===== src/rtl/core/ir_bit_symbol_encoder_macros.svh =====
// assertion helpers for the ir bit symbol encoder
// both expect clk and rst_n in scope
`ifndef IR_BIT_SYMBOL_ENCODER_MACROS_SVH
`define IR_BIT_SYMBOL_ENCODER_MACROS_SVH

// condition in the same cycle
`define IBSE_ASSERT_NOW(label, ante, cons, msg) \
    label: assert property (@(posedge clk) disable iff (!rst_n) (ante) |-> (cons)) \
        else $error(msg);

// condition in the next cycle
`define IBSE_ASSERT_NEXT(label, ante, cons, msg) \
    label: assert property (@(posedge clk) disable iff (!rst_n) (ante) |=> (cons)) \
        else $error(msg);

`endif


===== src/rtl/core/ibse_pkg.sv =====
package ibse_pkg;

    // default sizes
    localparam int PAYLOAD_BITS_DEF  = 8;
    localparam int DURATION_BITS_DEF = 8;

    // fixed field widths
    localparam int COUNT_W   = 4;
    localparam int CFG_IDX_W = 3;
    localparam int CFG_W     = 8;
    localparam int TIME_W    = 8;

    // register indexes
    localparam logic [CFG_IDX_W-1:0] REG_ENCODING_MODE   = 3'd0;
    localparam logic [CFG_IDX_W-1:0] REG_LOW_FIRST       = 3'd1;
    localparam logic [CFG_IDX_W-1:0] REG_ZERO_MARK_TIME  = 3'd2;
    localparam logic [CFG_IDX_W-1:0] REG_ZERO_SPACE_TIME = 3'd3;
    localparam logic [CFG_IDX_W-1:0] REG_ONE_MARK_TIME   = 3'd4;
    localparam logic [CFG_IDX_W-1:0] REG_ONE_SPACE_TIME  = 3'd5;
    localparam logic [CFG_IDX_W-1:0] REG_HALF_BIT_TIME   = 3'd6;
    localparam logic [CFG_IDX_W-1:0] REG_ONE_MARK_FIRST  = 3'd7;

    // encoding modes
    localparam logic MODE_PULSE   = 1'b0;
    localparam logic MODE_BIPHASE = 1'b1;

    // register reset values
    localparam logic              RST_ENCODING_MODE   = MODE_PULSE;
    localparam logic              RST_LOW_FIRST       = 1'b1;
    localparam logic [TIME_W-1:0] RST_ZERO_MARK_TIME  = 8'd6;
    localparam logic [TIME_W-1:0] RST_ZERO_SPACE_TIME = 8'd6;
    localparam logic [TIME_W-1:0] RST_ONE_MARK_TIME   = 8'd6;
    localparam logic [TIME_W-1:0] RST_ONE_SPACE_TIME  = 8'd17;
    localparam logic [TIME_W-1:0] RST_HALF_BIT_TIME   = 8'd9;
    localparam logic              RST_ONE_MARK_FIRST  = 1'b0;

    // timing and coding settings
    typedef struct packed {
        logic              encoding_mode;
        logic              low_first;
        logic [TIME_W-1:0] zero_mark_time;
        logic [TIME_W-1:0] zero_space_time;
        logic [TIME_W-1:0] one_mark_time;
        logic [TIME_W-1:0] one_space_time;
        logic [TIME_W-1:0] half_bit_time;
        logic              one_mark_first;
    } cfg_t;

    // bit offered by the shifter
    typedef struct packed {
        logic valid;
        logic value;
        logic last;
    } bit_stream_t;

endpackage


===== src/rtl/core/ibse_shifter.sv =====
module ibse_shifter #(
    parameter int PAYLOAD_BITS = ibse_pkg::PAYLOAD_BITS_DEF
) (
    input  logic                          clk,
    input  logic                          rst_n,
    input  logic                          load,
    input  logic [PAYLOAD_BITS-1:0]       load_data,
    input  logic [ibse_pkg::COUNT_W-1:0]  load_count,
    input  logic                          low_first,
    input  logic                          pop,
    output ibse_pkg::bit_stream_t         stream,
    output logic                          idle
);

    localparam int CNT_W = $clog2(PAYLOAD_BITS + 1);
    localparam int IDX_W = (PAYLOAD_BITS > 1) ? $clog2(PAYLOAD_BITS) : 1;
    localparam logic [5:0] MAX_COUNT = 6'(PAYLOAD_BITS);

    logic [PAYLOAD_BITS-1:0] shift_reg;
    logic [PAYLOAD_BITS-1:0] shift_next;
    logic [CNT_W-1:0]        bits_left_reg;
    logic [CNT_W-1:0]        bits_left_next;
    logic                    lsb_reg;
    logic                    lsb_next;
    logic [IDX_W-1:0]        tap_reg;
    logic [IDX_W-1:0]        tap_next;
    logic [5:0]              count_wide;
    logic [5:0]              count_clamped;

    // clamp the requested count to the payload width
    assign count_wide    = 6'(load_count);
    assign count_clamped = (count_wide > MAX_COUNT) ? MAX_COUNT : count_wide;

    // load, then one bit out per pop
    always_comb
    begin
        shift_next     = shift_reg;
        bits_left_next = bits_left_reg;
        lsb_next       = lsb_reg;
        tap_next       = tap_reg;
        if (load)
        begin
            shift_next     = load_data;
            bits_left_next = CNT_W'(count_clamped);
            lsb_next       = low_first;
            tap_next       = IDX_W'(count_clamped - 6'd1);
        end
        else if (pop)
        begin
            shift_next     = lsb_reg ? (shift_reg >> 1) : (shift_reg << 1);
            bits_left_next = bits_left_reg - CNT_W'(1);
        end
    end

    always_ff @(posedge clk or negedge rst_n)
    begin
        if (!rst_n)
        begin
            bits_left_reg <= '0;
            lsb_reg       <= 1'b1;
            tap_reg       <= '0;
        end
        else
        begin
            bits_left_reg <= bits_left_next;
            lsb_reg       <= lsb_next;
            tap_reg       <= tap_next;
        end
    end

    // payload bits need no reset
    always_ff @(posedge clk)
    begin
        shift_reg <= shift_next;
    end

    // msb-first takes the top bit of the run, which slides up as it shifts left
    assign stream.valid = (bits_left_reg != '0);
    assign stream.last  = (bits_left_reg == CNT_W'(1));
    assign stream.value = lsb_reg ? shift_reg[0] : shift_reg[tap_reg];
    assign idle         = (bits_left_reg == '0);

endmodule


===== src/rtl/core/ibse_segment.sv =====
module ibse_segment #(
    parameter int DURATION_BITS = ibse_pkg::DURATION_BITS_DEF
) (
    input  logic                       clk,
    input  logic                       rst_n,
    input  ibse_pkg::cfg_t             cfg,
    input  ibse_pkg::bit_stream_t      stream,
    input  logic                       out_ready,
    output logic                       pop,
    output logic                       out_valid,
    output logic                       out_carrier_on,
    output logic [DURATION_BITS-1:0]   out_duration,
    output logic                       out_last,
    output logic                       second_half
);

    logic                       valid_reg;
    logic                       valid_next;
    logic                       half_reg;
    logic                       half_next;
    logic                       on_reg;
    logic                       on_next;
    logic [DURATION_BITS-1:0]   dur_reg;
    logic [DURATION_BITS-1:0]   dur_next;
    logic                       last_reg;
    logic                       last_next;
    logic                       slot_free;
    logic                       fire;
    logic                       first_on;
    logic [ibse_pkg::TIME_W-1:0] raw_dur;
    logic [DURATION_BITS-1:0]   sat_dur;

    assign slot_free = !valid_reg || out_ready;
    assign fire      = slot_free && stream.valid;
    assign pop       = fire && half_reg;

    // level and length of the segment for the current half
    always_comb
    begin
        if (cfg.encoding_mode == ibse_pkg::MODE_BIPHASE)
        begin
            first_on = (stream.value == cfg.one_mark_first);
            raw_dur  = cfg.half_bit_time;
        end
        else
        begin
            first_on = 1'b1;
            if (half_reg)
                raw_dur = stream.value ? cfg.one_space_time : cfg.zero_space_time;
            else
                raw_dur = stream.value ? cfg.one_mark_time : cfg.zero_mark_time;
        end
    end

    // fit the time into the duration field, saturating when narrower
    generate
        if (DURATION_BITS >= ibse_pkg::TIME_W)
        begin : g_wide
            assign sat_dur = DURATION_BITS'(raw_dur);
        end
        else
        begin : g_narrow
            localparam logic [ibse_pkg::TIME_W-1:0] DUR_MAX =
                ibse_pkg::TIME_W'((1 << DURATION_BITS) - 1);
            assign sat_dur = (raw_dur > DUR_MAX) ? {DURATION_BITS{1'b1}}
                                                 : raw_dur[DURATION_BITS-1:0];
        end
    endgenerate

    // output word register
    always_comb
    begin
        valid_next = valid_reg;
        half_next  = half_reg;
        on_next    = on_reg;
        dur_next   = dur_reg;
        last_next  = last_reg;
        if (fire)
        begin
            valid_next = 1'b1;
            half_next  = !half_reg;
            on_next    = half_reg ? !first_on : first_on;
            dur_next   = sat_dur;
            last_next  = half_reg && stream.last;
        end
        else if (out_ready)
        begin
            valid_next = 1'b0;
        end
    end

    always_ff @(posedge clk or negedge rst_n)
    begin
        if (!rst_n)
        begin
            valid_reg <= 1'b0;
            half_reg  <= 1'b0;
        end
        else
        begin
            valid_reg <= valid_next;
            half_reg  <= half_next;
        end
    end

    always_ff @(posedge clk)
    begin
        on_reg   <= on_next;
        dur_reg  <= dur_next;
        last_reg <= last_next;
    end

    assign out_valid      = valid_reg;
    assign out_carrier_on = on_reg;
    assign out_duration   = dur_reg;
    assign out_last       = last_reg;
    assign second_half    = half_reg;

endmodule


===== src/rtl/core/ir_bit_symbol_encoder.sv =====
// Infrared bit symbol encoder. Each input word carries a payload and a bit
// count (1 up to PAYLOAD_BITS, larger counts clamp, zero sends nothing); each
// bit leaves as two carrier segments (carrier_on level on m_tuser, duration on
// m_tdata, m_tlast on the final segment of the word). Pulse width/distance
// mode sends a mark then a space with the 0 or 1 timings; biphase mode sends
// two half-bit segments, one_mark_first choosing which bit value is
// mark-first. The payload goes through a one-bit-per-step shift register and
// each segment passes through the output register; a new word is taken once
// the shifter has emptied, while its final segment may still wait in the output
// register. The user must write settings through cfg_we / cfg_index / cfg_data
// only while no word is in flight; the block itself does not enforce this.
module ir_bit_symbol_encoder #(
    parameter int PAYLOAD_BITS  = ibse_pkg::PAYLOAD_BITS_DEF,
    parameter int DURATION_BITS = ibse_pkg::DURATION_BITS_DEF,
    localparam int S_TDATA_W    = ((PAYLOAD_BITS + ibse_pkg::COUNT_W + 7) / 8) * 8,
    localparam int M_TDATA_W    = ((DURATION_BITS + 7) / 8) * 8
) (
    input  logic                              clk,
    input  logic                              rst_n,
    // input word
    input  logic                              s_tvalid,
    output logic                              s_tready,
    // [PAYLOAD_BITS-1:0] payload, then bit_count (4 bits), zero fill
    input  logic [S_TDATA_W-1:0]              s_tdata,
    // result word
    output logic                              m_tvalid,
    input  logic                              m_tready,
    // [DURATION_BITS-1:0] duration, zero fill
    output logic [M_TDATA_W-1:0]              m_tdata,
    // [0] carrier_on
    output logic [0:0]                        m_tuser,
    output logic                              m_tlast,
    // settings write port
    input  logic                              cfg_we,
    input  logic [ibse_pkg::CFG_IDX_W-1:0]    cfg_index,
    input  logic [ibse_pkg::CFG_W-1:0]        cfg_data
);

    ibse_pkg::cfg_t        cfg_reg;
    ibse_pkg::bit_stream_t stream;
    logic                  load;
    logic                  pop;
    logic                  idle;
    logic                  second_half;
    logic                  seg_on;
    logic [DURATION_BITS-1:0] seg_dur;

    // settings registers
    always_ff @(posedge clk or negedge rst_n)
    begin
        if (!rst_n)
        begin
            cfg_reg.encoding_mode   <= ibse_pkg::RST_ENCODING_MODE;
            cfg_reg.low_first       <= ibse_pkg::RST_LOW_FIRST;
            cfg_reg.zero_mark_time  <= ibse_pkg::RST_ZERO_MARK_TIME;
            cfg_reg.zero_space_time <= ibse_pkg::RST_ZERO_SPACE_TIME;
            cfg_reg.one_mark_time   <= ibse_pkg::RST_ONE_MARK_TIME;
            cfg_reg.one_space_time  <= ibse_pkg::RST_ONE_SPACE_TIME;
            cfg_reg.half_bit_time   <= ibse_pkg::RST_HALF_BIT_TIME;
            cfg_reg.one_mark_first  <= ibse_pkg::RST_ONE_MARK_FIRST;
        end
        else if (cfg_we)
        begin
            unique case (cfg_index)
                ibse_pkg::REG_ENCODING_MODE:   cfg_reg.encoding_mode   <= cfg_data[0];
                ibse_pkg::REG_LOW_FIRST:       cfg_reg.low_first       <= cfg_data[0];
                ibse_pkg::REG_ZERO_MARK_TIME:  cfg_reg.zero_mark_time  <= cfg_data;
                ibse_pkg::REG_ZERO_SPACE_TIME: cfg_reg.zero_space_time <= cfg_data;
                ibse_pkg::REG_ONE_MARK_TIME:   cfg_reg.one_mark_time   <= cfg_data;
                ibse_pkg::REG_ONE_SPACE_TIME:  cfg_reg.one_space_time  <= cfg_data;
                ibse_pkg::REG_HALF_BIT_TIME:   cfg_reg.half_bit_time   <= cfg_data;
                ibse_pkg::REG_ONE_MARK_FIRST:  cfg_reg.one_mark_first  <= cfg_data[0];
                default: ;
            endcase
        end
    end

    // take a word once the shifter is empty
    assign s_tready = idle;
    assign load     = s_tvalid && s_tready;

    ibse_shifter #(
        .PAYLOAD_BITS (PAYLOAD_BITS)
    ) u_shifter (
        .clk        (clk),
        .rst_n      (rst_n),
        .load       (load),
        .load_data  (s_tdata[PAYLOAD_BITS-1:0]),
        .load_count (s_tdata[PAYLOAD_BITS +: ibse_pkg::COUNT_W]),
        .low_first  (cfg_reg.low_first),
        .pop        (pop),
        .stream     (stream),
        .idle       (idle)
    );

    ibse_segment #(
        .DURATION_BITS (DURATION_BITS)
    ) u_segment (
        .clk            (clk),
        .rst_n          (rst_n),
        .cfg            (cfg_reg),
        .stream         (stream),
        .out_ready      (m_tready),
        .pop            (pop),
        .out_valid      (m_tvalid),
        .out_carrier_on (seg_on),
        .out_duration   (seg_dur),
        .out_last       (m_tlast),
        .second_half    (second_half)
    );

    // result word packing
    assign m_tdata    = M_TDATA_W'(seg_dur);
    assign m_tuser[0] = seg_on;

`include "ir_bit_symbol_encoder_macros.svh"

    // a loaded word with bits keeps the input closed next cycle
    `IBSE_ASSERT_NEXT(a_busy_after_load, load && (s_tdata[PAYLOAD_BITS +: ibse_pkg::COUNT_W] != '0), !s_tready, "input open right after loading a non-empty word")
    // a pending second half means the first half still sits in the output
    `IBSE_ASSERT_NOW(a_second_half_shown, second_half, m_tvalid && !m_tlast, "second half pending without a first-half segment on the output")
    // an empty shifter never leaves a bit half sent
    `IBSE_ASSERT_NOW(a_idle_whole_bits, s_tready, !second_half, "shifter empty while a bit is half sent")

endmodule


===== config.mk =====
export PLATFORM = sky130hd
export DESIGN_NAME = ir_bit_symbol_encoder
export DESIGN_NICKNAME = d
export VERILOG_FILES = /design/src/rtl/core/ibse_pkg.sv /design/src/rtl/core/ibse_shifter.sv /design/src/rtl/core/ibse_segment.sv /design/src/rtl/core/ir_bit_symbol_encoder.sv
export VERILOG_INCLUDE_DIRS = /design/src /design/src/rtl/core
export SDC_FILE = /design/constraint.sdc
export NUM_CORES = 1
export LEC_CHECK = 0
export BUFFER_PORTS_ARGS = -buffer_cell sky130_fd_sc_hd__buf_2
export CORE_AREA = 4 4 98 100
export CTS_BUF_LIST = sky130_fd_sc_hd__clkbuf_2
export DETAILED_ROUTE_END_ITERATION = 8
export DIE_AREA = 0 0 102 104
export GPL_ROUTABILITY_DRIVEN = 0
export PLACE_DENSITY_LB_ADDON = 0.1
export RECOVER_POWER = 25
export SLEW_MARGIN = 30
export SYNTH_ARGS = -nofsm -noshare
export SYNTH_HDL_FRONTEND = slang
export SYNTH_SLANG_ARGS = --single-unit

===== constraint.sdc =====
create_clock -name clk -period 5.68 [get_ports clk]
set_clock_uncertainty 0.05 [all_clocks]
set_input_delay 1.136 -clock clk [delete_from_list [all_inputs] [get_ports clk]]
set_output_delay 1.136 -clock clk [all_outputs]
set_load 0.01 [all_outputs]

# After elaboration in Yosys (flattened, before gate mapping)
# Cells that the tools add are included.
[word_totals]
ff_bits = 71
latchBits = 0
mem_bits_rw = 0
romBits = 0
inputBits = 32
output_inout_bits = 12
word_cells = 68
memories = 0
[classes]
add_sub_neg = 2
multipliers = 0
n_div = 0
order_cmp = 2
eq_ne = 9
n_shift = 0
n_mux = 17
bitwise_logic = 0
n_reduce_logical = 21
[ops]
columns = ["operator", "n"]
rows = [
  ["$mux W8", 7],
  ["$reduce_and A2 Y1", 8],
  ["$eq A3 B3 Y1 const B", 4],
  ["$mux W4", 3],
  ["$eq A3 B2 Y1 const B", 2],
  ["$mux W1", 6],
  ["$eq A4 B1 Y1 const B", 1],
  ["$gt A4 B4 Y1 const B", 1],
  ["$logic_and A1 B1 Y1", 4],
  ["$logic_not A4 Y1", 1],
  ["$lt A3 B4 Y1 const B", 1],
  ["$reduce_bool A2 Y1", 2],
  ["$reduce_bool A4 Y1", 1],
  ["$sub A4 B1 Y4 const B", 1],
  ["$bmux W1 S3", 1],
  ["$eq A3 B1 Y1 const B", 1],
  ["$logic_not A1 Y1", 3],
  ["$logic_not A3 Y1", 1],
  ["$sub A3 B1 Y3 const B", 1],
  ["$eq A1 B1 Y1", 1],
  ["$logic_or A1 B1 Y1", 1],
]

# Logic depth before layout (Yosys ltp)
# Gate-level depths: netlist of the first run.
[logic_depth]
depth_word = 7
depth_mapped = 8
ltp_nobuf = 7

# Cells and area by module
# A second synthesis of the first run with hierarchy kept.
[hier_totals]
cells_unflattened = 252
area_unflattened_um2 = 3503.4
[modules_own_cells]
columns = ["module", "instances", "cells_each", "area_per_inst_um2", "seq_area_each_um2"]
rows = [
  ["ir_bit_symbol_encoder", 1, 101, 1820.5, 1089.8],
  ["ibse_shifter", 1, 84, 917.1, 441.7],
  ["ibse_segment", 1, 67, 765.7, 350.3],
]

# Least setup slack after synthesis of the first run
# Ideal clock, no wire load.
[synth_path]
path_type = "reg-to-output"
start = "register u_shifter.bits_left_reg[0]"
end = "output s_tready"
arrival_ns = 1.216
required_time_ns = 4.494
slack_ns = 3.278
path_stages_with_launch = 5
path_buffers = 0
cell_sequence = "dfrtp_1 inv_1 ha_1 or3b_2 inv_1"
[synth_between]
elab_chain_cells = 1
[synth_lines]
columns = ["item", "line", "text"]
rows = [
  ["start: declaration", "ibse_shifter.sv:21", "logic [CNT_W-1:0] bits_left_reg;"],
  ["start signal: assignment", "ibse_shifter.sv:65", "bits_left_reg <= bits_left_next;"],
  ["$logic_not A4 Y1", "ibse_shifter.sv:81", "assign idle = (bits_left_reg == '0);"],
  ["end: declaration", "ir_bit_symbol_encoder.sv:22", "output logic s_tready,"],
]
# Every way passes these cells.

==> flow_metrics.tcl, run 1 <==
set metrics [dict create \
    synthMuxAreaShare_pct 21.68 \
    ant_nets 0 \
    slew_headroom_pct -91.27 \
    ys_ff_latch 71 \
    clkSinkCount 71 \
    hold_viol 0 \
    synthTopCellsByArea "dfrtp_1 (27%), edfxtp_1 (14%), mux2_2 (12%), dfstp_2 (8.3%), mux2i_1 (5.0%)" \
    cp.arrival_ns 3.26 \
    slew_viol_final 54 \
    std_cell_rows 34 \
    grt_pass1_wl_um 13240 \
    drv_cap 1 \
    postSynthAreaPerCell_sq_um 11.98 \
    routedWlPerCell_um 17.45 \
    seq_area_frac_synth_pct 49.25 \
    cts_tree "done" \
    outcome "complete, but fails checks" \
    dp_slack_ns 2.960 \
    netlist.top_cell.by_area "dfrtp_1" \
    setup_viol 0 \
    synthesis.nets 355 \
    grt.overflow.total 0 \
    cts_hold_buf 0 \
    synthesis.area_sq_um 3821 \
    largest_reg_flops 43 \
    viasPerCell 5.462 \
    synth_fa_ha_area_share_pct 1.310 \
    crit_buf_inv 2 \
    nets 386 \
    fmax_ghz 0.3048 \
    synth_top_area_share_pct 26.85 \
    numPortBuffers 39 \
    drtIter0Drc 167 \
    cp_top_family "buffers and inverters" \
    clockBufferDepth 2 \
    synthArstFlopShare_pct 74.65 \
    place_area_sq_um 4054 \
    synth_edf_count 18 \
    min_period_ns 3.281 \
    die_x_um 102 \
    cts_resized 0 \
    use_met3_pct 2.884 \
    core_sq_um 8678 \
    tightest_slew_ns 2.869 \
    drive_gt1_share_pct 36.62 \
    dieArea_sq_um 10610 \
    final.period_utilization_pct 57.76 \
    syn_to_final_growth_pct 8.743 \
    criticalPathCategory "in -> async" \
    synth_top_family_by_area "multiplexers" \
    hp-class "reg -> reg" \
    max_stage_delay_ns 2.02 \
    finalSetupTns_ns 0 \
    design_area_sq_um 4155 \
    die_h_um 104 \
    route.detailed.drc 0 \
    yosys.cell_count.top_type "mux2_2" \
    violations "capacitance limit, slew limit" \
    crit_fanout 53 \
    netlist_instances 319 \
    synthDistinctLibCells 47 \
    start_util_pct 44.03 \
    cts_made_buffers 9 \
    vias 2529 \
    first_pass_iters 4 \
    crit_required_ns 5.66 \
    worstPathCellList "buf_2 -> clkbuf_1" \
    wl_um 8078 \
    io_pins 44 \
    cts-root-buf "clkbuf_2" \
    ys_top_cells_by_count "mux2_2 (42), dfrtp_1 (41), nand2_1 (22), mux2i_1 (19), edfxtp_1 (18)" \
    busiest_layer "met2" \
    power_density_nw_per_um2 474.4 \
    ys_warn_count 0 \
    p_leak_nw 1.764 \
    synth-main-ff-cell "dfrtp_1" \
    antenna_found_initial 0 \
    synth-compound-area-share_pct 10.22 \
    timing.final.ws_setup_ns 2.399 \
    htree_levels 3 \
    cts_post_setup_buffers_inserted 0 \
    rsz0062_at_grt "no" \
    grt_max_degree 54 \
    synth_xor_area_share_pct 0.9168 \
    clkTransAtPathRegs_ns 0.19 \
    grt_pass1_vias 2544 \
    slowest_stage "clkbuf_1" \
    grtUsageMet1_pct 23.18 \
    dp_hpwl_um 5298 \
    grt.met2_usage_pct 23.86 \
    yosys.area_share.simple_pct 12.61 \
    grt_use_total_pct 16.09 \
    ir_worst_vdd_mv 0.1996 \
    fin_util_pct 47.88 \
    end_kind "asynchronous set/reset pin" \
    start_kind "primary input" \
    clk_latency_ns 0.51 \
    diodes 0 \
]
through the flow:
step                      instances  power, mW  hold WS (ns)
after detailed placement        447      1.712        0.4101
after global routing            463      2.112        0.4493
after global placement          447      1.692        0.4048
final                           463      1.971        0.4251
after CTS                       463      1.996        0.4333
after floorplan                 319      1.540        0.3831
placed cells by master, fill, tap and decap left out, types with 3 or more instances in the layout:
cell        Yosys  routed
nor3_1          3       3
o22ai_1         8       8
edfxtp_1       18      18
nor2_1         17      17
o21ai_0        11      11
clkinv_1        0       3
mux2i_1        19      19
mux2_4          8       8
nor2b_1        11      11
a211oi_2        8       8
nand4b_1        4       4
inv_1          11      11
nand2b_1        6       6
clkinvlp_4      0       3
nand3b_1        3       3
nand3_1         3       3
nand2_1        22      22
or4b_2          3       3
dfrtp_1        41      41
mux2_2         42      42
ha_1            4       4
buf_2           4      39
a211oi_1        8       8
clkbuf_2        2       9
a211o_1         9       9
dfstp_2        12      12
nand4_1         4       4
per-layer routing:
layer  up-vias  part of all wire, %
met1      1242                   49
met3        12                  3.2
met5         -                    0
met4         0                  1.6
li1       1239                    -
met2        36                   46
worst paths after layout:
path	from	end	slack (ns)	cells past startpoint
max in group clk	u_shifter.bits_left_reg[0]$_DFFE_PN0P_	s_tready	2.48	5
min reg2reg	cfg_reg[41]$_DFFE_PN1P_	u_shifter.lsb_reg$_DFFE_PN1P_	0.43	2
max reg2reg	u_segment.second_half$_DFFE_PN0P_	u_segment.out_duration[0]$_DFFE_PP_	3.04	4
min in group asynchronous	rst_n	u_shifter.bits_left_reg[3]$_DFFE_PN0P_	1.56	2
max	rst_n	cfg_reg[22]$_DFFE_PN0P_	2.40	2
min	cfg_reg[41]$_DFFE_PN1P_	u_shifter.lsb_reg$_DFFE_PN1P_	0.43	2
final cells by class:
class | count | area (sq um)
clock inverter | 7 | 63.81
fill | 812 | 4523
multi-input combinational | 216 | 1785
sequential | 71 | 1882
tap | 108 | 135.1
timing repair buffer | 41 | 202.7
clock buffer | 9 | 45.04
inverter | 11 | 41.29
kinds of logic (layout without fill, tap and decap cells):
family	Yosys count	count (layout)
xor+xnor	4	4
simple gates	86	86
mux	72	72
compound gates	50	50
fa+ha+maj	4	4
flops	71	71
buf+inv	32	68
report_power, final:
| part | internal [mW] | total, mW | switching, mW | leakage (nW) |
|---|---|---|---|---|
| Sequential | 0.742 | 0.880 | 0.138 | 0.787 |
| Combinational | 0.392 | 0.808 | 0.416 | 0.921 |
| Clock | 0.0966 | 0.283 | 0.187 | 0.0567 |
Power figures use the tool's default switching activity.
==> inputs of run 2 (changes only) <==
--- a/config.mk
+++ b/config.mk
@@ -6,11 +6,12 @@
 export SDC_FILE = /design/constraint.sdc
 export NUM_CORES = 1
 export LEC_CHECK = 0
+export ABC_AREA = 1
 export BUFFER_PORTS_ARGS = -buffer_cell sky130_fd_sc_hd__buf_2
-export CORE_AREA = 4 4 98 100
+export CORE_AREA = 4 4 93 95
 export CTS_BUF_LIST = sky130_fd_sc_hd__clkbuf_2
 export DETAILED_ROUTE_END_ITERATION = 8
-export DIE_AREA = 0 0 102 104
+export DIE_AREA = 0 0 97 99
 export GPL_ROUTABILITY_DRIVEN = 0
 export PLACE_DENSITY_LB_ADDON = 0.1
 export RECOVER_POWER = 25
==> constraint.sdc (replaced) <==
create_clock -name clk -period 3.2 [get_ports clk]
set_clock_uncertainty 0.05 [all_clocks]
set_input_delay 0.64 -clock clk [delete_from_list [all_inputs] [get_ports clk]]
set_output_delay 0.64 -clock clk [all_outputs]
set_load 0.01 [all_outputs]
==> flow_metrics.tcl, run 2 <==
set metrics [dict create \
    outcome "finished clean" \
    slew_headroom_pct 25.54 \
    synth-main-ff-cell "dfrtp_1" \
    yosys.cell_count.top_type "nand2_1" \
    rsz0062_at_grt "no" \
    numPortBuffers 39 \
    synthTopCellsByArea "dfrtp_1 (30%), edfxtp_1 (16%), nand2_1 (15%), dfstp_2 (9.1%), o21ai_1 (6.4%)" \
    hold_slack_ns 0.3159 \
    dp.cells 554 \
    drtIter0Drc 121 \
    synth_fa_ha_area_share_pct 1.445 \
    viasPerCell 4.855 \
    diodes 0 \
    synth-compound-area-share_pct 9.679 \
    final.period_utilization_pct 67.95 \
    cts_post_setup_buffers_inserted 0 \
    ir_worst_vdd_mv 0.2819 \
    routedWlPerCell_um 13.68 \
    clkSinkCount 71 \
    place_area_sq_um 3752 \
    die_x_um 97 \
    synthesis.area_sq_um 3465 \
    cts-root-buf "clkbuf_2" \
    wl_um 7811 \
    first_pass_iters 4 \
    dp_hpwl_um 5337 \
    synth_xor_area_share_pct 1.011 \
    seq_area_frac_synth_pct 54.32 \
    synth_edf_count 18 \
    ys_warn_count 0 \
    start_util_pct 44.83 \
    cts_resized 0 \
    grt_max_degree 27 \
    tightest_slew_ns 1.117 \
    cp.arrival_ns 1.48 \
    antenna_found_initial 0 \
    clk_latency_ns 0.50 \
    crit_required_ns 2.51 \
    htree_levels 3 \
    criticalPathCategory "reg -> out" \
    synthesis.nets 458 \
    clkTransAtPathRegs_ns 0.18 \
    final-instance-count-excl-fill 571 \
    die_h_um 99 \
    final_cell_mix "nand2_1 (137), inv_1 (57), nand3_1 (41), dfrtp_1 (41), buf_2 (37)" \
    slew_viol_final 0 \
    design_area_sq_um 3891 \
    power_density_nw_per_um2 868.0 \
    synth_top_family_by_area "simple AND/OR/NAND/NOR gates" \
    largest_reg_flops 43 \
    postSynthAreaPerCell_sq_um 8.210 \
    synth_top_area_share_pct 29.61 \
    end_kind "output pin" \
    crit_fanout 4 \
    grt_pass1_wl_um 13370 \
    p_leak_nw 1.977 \
    drv_cap 0 \
    setup_viol 0 \
    grt_use_total_pct 17.39 \
    dieArea_sq_um 9603 \
    syn_to_final_growth_pct 12.31 \
    cts_made_buffers 9 \
    hp-class "in -> reg" \
    clockBufferDepth 2 \
    netlist_instances 422 \
    hold_viol 0 \
    std_cell_rows 32 \
    route.detailed.drc 0 \
    synthArstFlopShare_pct 74.65 \
    layout_commonest_cell "nand2_1" \
    nets 500 \
    synthMuxAreaShare_pct 0 \
    yosys.area_share.simple_pct 24.52 \
    core_sq_um 7727 \
    start_kind "flip-flop" \
    cts_hold_buf 1 \
    drive_gt1_share_pct 17.06 \
    ys_ff_latch 71 \
    vias 2772 \
    netlist.top_cell.by_area "dfrtp_1" \
    grt.overflow.total 0 \
    min_period_ns 2.174 \
    finalSetupTns_ns 0 \
    synthDistinctLibCells 30 \
    cts_tree "done" \
    grt_pass1_vias 2755 \
    fmax_ghz 0.4599 \
    ys_top_cells_by_count "nand2_1 (137), inv_1 (56), o21ai_1 (44), dfrtp_1 (41), nand3_1 (41)" \
    ant_nets 0 \
    io_pins 44 \
]
==> run 2: cell types whose count changed after synthesis, sizes merged, moves of 19 or more <==
cell,delta
nand2,+116
inv,+55
mux2,-52
nand3,+40
o21ai,+35
mux2i,-19
==> run 2: metal layers <==
metal  wire, um  vias up  global-route usage (%)  share of wire, %
li1           -     1429                       -                 -
met3        350        9                   3.892               4.5
met5          0        -                       0                 0
met4         85        0                   4.968               1.1
met1       3502     1290                   21.68                45
met2       3873       44                   30.36                50
==> run 2: where the power goes <==
part	internal (mW)	switching [mW]	leakage, nW
logic	0.473	0.841	1.09
registers	1.29	0.207	0.807
clock network	0.253	0.318	0.0773
total	2.01	1.37	1.98
==> run 2: cell type report <==
class	count	area (sq um)
Clock buffer	9	45.04
Inverter	66	247.7
Timing Repair Buffer	44	232.7
Tap cell	102	127.6
Clock inverter	7	86.33
Multi-Input combinational cell	272	1270
Sequential cell	71	1882
Fill cell	762	3836
==> run 2: final timing paths <==
check | start | endpoint | slack [ns] | cells after the start
max reg2reg | u_shifter.bits_left_reg[0]$_DFFE_PN0P_ | u_shifter.shift_reg[1]$_DFFE_PP_ | 1.12 | 7
max in group asynchronous | rst_n | cfg_reg[27]$_DFFE_PN1P_ | 1.38 | 3
min | cfg_data[0] | cfg_reg[0]$_DFFE_PN0P_ | 0.32 | 3
max | u_shifter.bits_left_reg[0]$_DFFE_PN0P_ | s_tready | 1.03 | 5
min reg2reg | cfg_reg[35]$_DFFE_PN1P_ | cfg_reg[35]$_DFFE_PN1P_ | 0.44 | 2
min in group asynchronous | rst_n | u_shifter.tap_reg[2]$_DFFE_PN0P_ | 0.79 | 2
==> run 2: worst max-delay path, stage by stage (launching register included) <==
cell and delay [ns]:
dfrtp_1 0.44, inv_1 0.13, ha_1 0.16, nand2_1 0.06, inv_1 0.09, buf_2 0.13
==> run 2: cells by family after synthesis <==
family / Yosys count
AOI/OAI and AO/OA: 62
xor gates and xnor gates: 4
adders and majority gates: 4
buffers and inverters: 79
DFF: 71
and+or+nand+nor: 202
==> run 2: through the flow <==
stage	util [%]	setup slack (ns)	power, mW
2_1_floorplan	-	1.440	2.484
3_3_place_gp	48.56	1.044	2.826
3_5_place_dp	48.56	1.012	2.848
4_1_cts	50.39	1.002	3.426
5_1_grt	50.36	0.8559	3.700
6_report	50.36	1.026	3.378
==> inputs of run 3 (changes only) <==
==> constraint.sdc (replaced) <==
create_clock -name clk -period 2.2 [get_ports clk]
set_clock_uncertainty 0.05 [all_clocks]
set_input_delay 0.44 -clock clk [delete_from_list [all_inputs] [get_ports clk]]
set_output_delay 0.44 -clock clk [all_outputs]
set_load 0.01 [all_outputs]
==> flow_metrics.tcl, run 3 (synthesized netlist as in run 2, its figures left out) <==
set metrics [dict create \
    endpoint "s_tready" \
    grt_pass1_wl_um 13280 \
    diodes 0 \
    clockBufferDepth 2 \
    worstRegToRegCells 7 \
    start_util_pct 44.83 \
    slew_viol_final 0 \
    final-instance-count-excl-fill 576 \
    criticalPathCategory "reg -> out" \
    wl_um 7797 \
    die_x_um 97 \
    core_sq_um 7727 \
    crit_required_ns 1.71 \
    routedWlPerCell_um 13.54 \
    vias 2795 \
    cts_post_setup_buffers_inserted 0 \
    ir_worst_vdd_mv 0.4636 \
    grt_max_degree 54 \
    nets 505 \
    hold_viol 0 \
    fmax_ghz 0.5047 \
    clk_latency_ns 0.50 \
    fin_util_pct 50.15 \
    p_leak_nw 1.985 \
    grt_pass1_vias 2751 \
    end_kind "output pin" \
    min_period_ns 1.981 \
    drive_gt1_share_pct 18.57 \
    hp-class "in -> reg" \
    dp_slack_ns 0.3549 \
    largest_reg_flops 43 \
    power_density_nw_per_um2 1220 \
    start_kind "flip-flop" \
    regToRegSetupSlack_ns 0.31 \
    timing.final.ws_setup_ns 0.2186 \
    slew_headroom_pct 11.53 \
    finalSetupTns_ns 0 \
    io_pins 44 \
    cp.arrival_ns 1.49 \
    p_seq_share_pct 45.1 \
    swShare_pct 41.37 \
    tightest_slew_ns 1.327 \
    htree_levels 3 \
    layout_commonest_cell "nand2_1" \
    reg2reg_from "u_shifter.bits_left_reg[0]$_DFFE_PN0P_" \
    dieArea_sq_um 9603 \
    clkTransAtPathRegs_ns 0.20 \
    cts_made_buffers 9 \
    drtIter0Drc 125 \
    crit_start "u_shifter.bits_left_reg[0]$_DFFE_PN0P_" \
    cts_hold_buf 1 \
    std_cell_rows 32 \
    rsz0062_at_grt "no" \
    cts-root-buf "clkbuf_2" \
    numPortBuffers 39 \
    viasPerCell 4.852 \
    die_h_um 99 \
    cts_resized 0 \
    drv_cap 0 \
    syn_to_final_growth_pct 11.85 \
    dp_hpwl_um 5263 \
    ant_nets 0 \
    power.internal_mw 2.772 \
    grt_use_total_pct 17.25 \
    outcome "finished clean" \
    dp.cells 559 \
    pwr-share-comb_pct 42.3 \
    cts_tree "done" \
    grt.overflow.total 0 \
    r2r-end "u_shifter.shift_reg[0]$_DFFE_PP_" \
    route.detailed.drc 0 \
    final_cell_mix "nand2_1 (137), inv_1 (56), o21ai_1 (44)" \
    clkSinkCount 71 \
    setup_viol 0 \
    final.period_utilization_pct 90.07 \
    hold_path_depth 4 \
    power_switching_mw 1.956 \
    pwr-share-clk_pct 12.6 \
    finalPower_mw 4.728 \
    num-fill-cells 772 \
    antenna_found_initial 0 \
    first_pass_iters 4 \
    crit_fanout 4 \
]
[run 3: cell count changes in the layout (fill, tap and decap cells not counted)]
| cell | before | now |
|---|---|---|
| o21ai_0 | 20 | 2 |
| o21ai_1 | 26 | 44 |
| clkbuf_2 | 9 | 14 |
| buf_4 | 4 | 8 |
| buf_2 | 37 | 39 |
| bufinv_16 | 2 | 0 |
| clkbuf_1 | 2 | 0 |
| clkinvlp_4 | 1 | 0 |
| inv_1 | 57 | 56 |
| inv_2 | 9 | 10 |
| inv_4 | 1 | 0 |
[run 3: final cells by class]
class	count	area (sq um)	share of cell area (%)
Clock buffer	13	65.06	1.679
Clock inverter	3	12.51	0.3229
Inverter	66	247.7	6.393
Multi-Input combinational cell	272	1270	32.77
Sequential cell	71	1882	48.56
Tap cell	102	127.6	3.293
Timing Repair Buffer	49	270.3	6.974
[run 3: worst min-delay path by stage]
stage,startpoint,slack (ns),end
after floorplan,rst_n,0.09,cfg_reg[0]$_DFFE_PN0P_
after global placement,rst_n,0.41,u_shifter.tap_reg[2]$_DFFE_PN0P_
after detailed placement,rst_n,0.42,u_shifter.tap_reg[2]$_DFFE_PN0P_
after CTS,m_tready,0.08,u_segment.out_valid$_DFFE_PN0P_
after global routing,m_tready,0.08,u_segment.out_valid$_DFFE_PN0P_
final,m_tready,0.11,u_segment.out_valid$_DFFE_PN0P_
[run 3: worst max-delay path: stages (launching register included)]
cell	delay, ns
dfrtp_1	0.44
inv_1	0.13
ha_1	0.16
nand2_1	0.07
inv_2	0.07
buf_2	0.12
[run 3: per-layer routing]
layer / wire, um / track usage, %
met1: 3406 / 20.97
met2: 3947 / 29.72
met3: 338 / 4.529
met4: 105 / 6.048
met5: 0 / 0
[run 3: metrics by stage]
step	cell area [sq um]	hold slack, ns
6_report	3875	0.1142
5_1_grt	3875	0.08482
4_1_cts	3890	0.07624
3_5_place_dp	3802	0.4165
3_3_place_gp	3802	0.4118
2_1_floorplan	3465	0.09441
[run 3: power by group through the flow]
stage	clock network, mW	logic [mW]	registers (mW)
6_report	0.594	2.00	2.13
5_1_grt	0.677	2.30	2.19
4_1_cts	0.624	2.03	2.14
3_5_place_dp	0	2.02	2.17
3_3_place_gp	0	2.00	2.16
2_1_floorplan	0	1.50	2.11
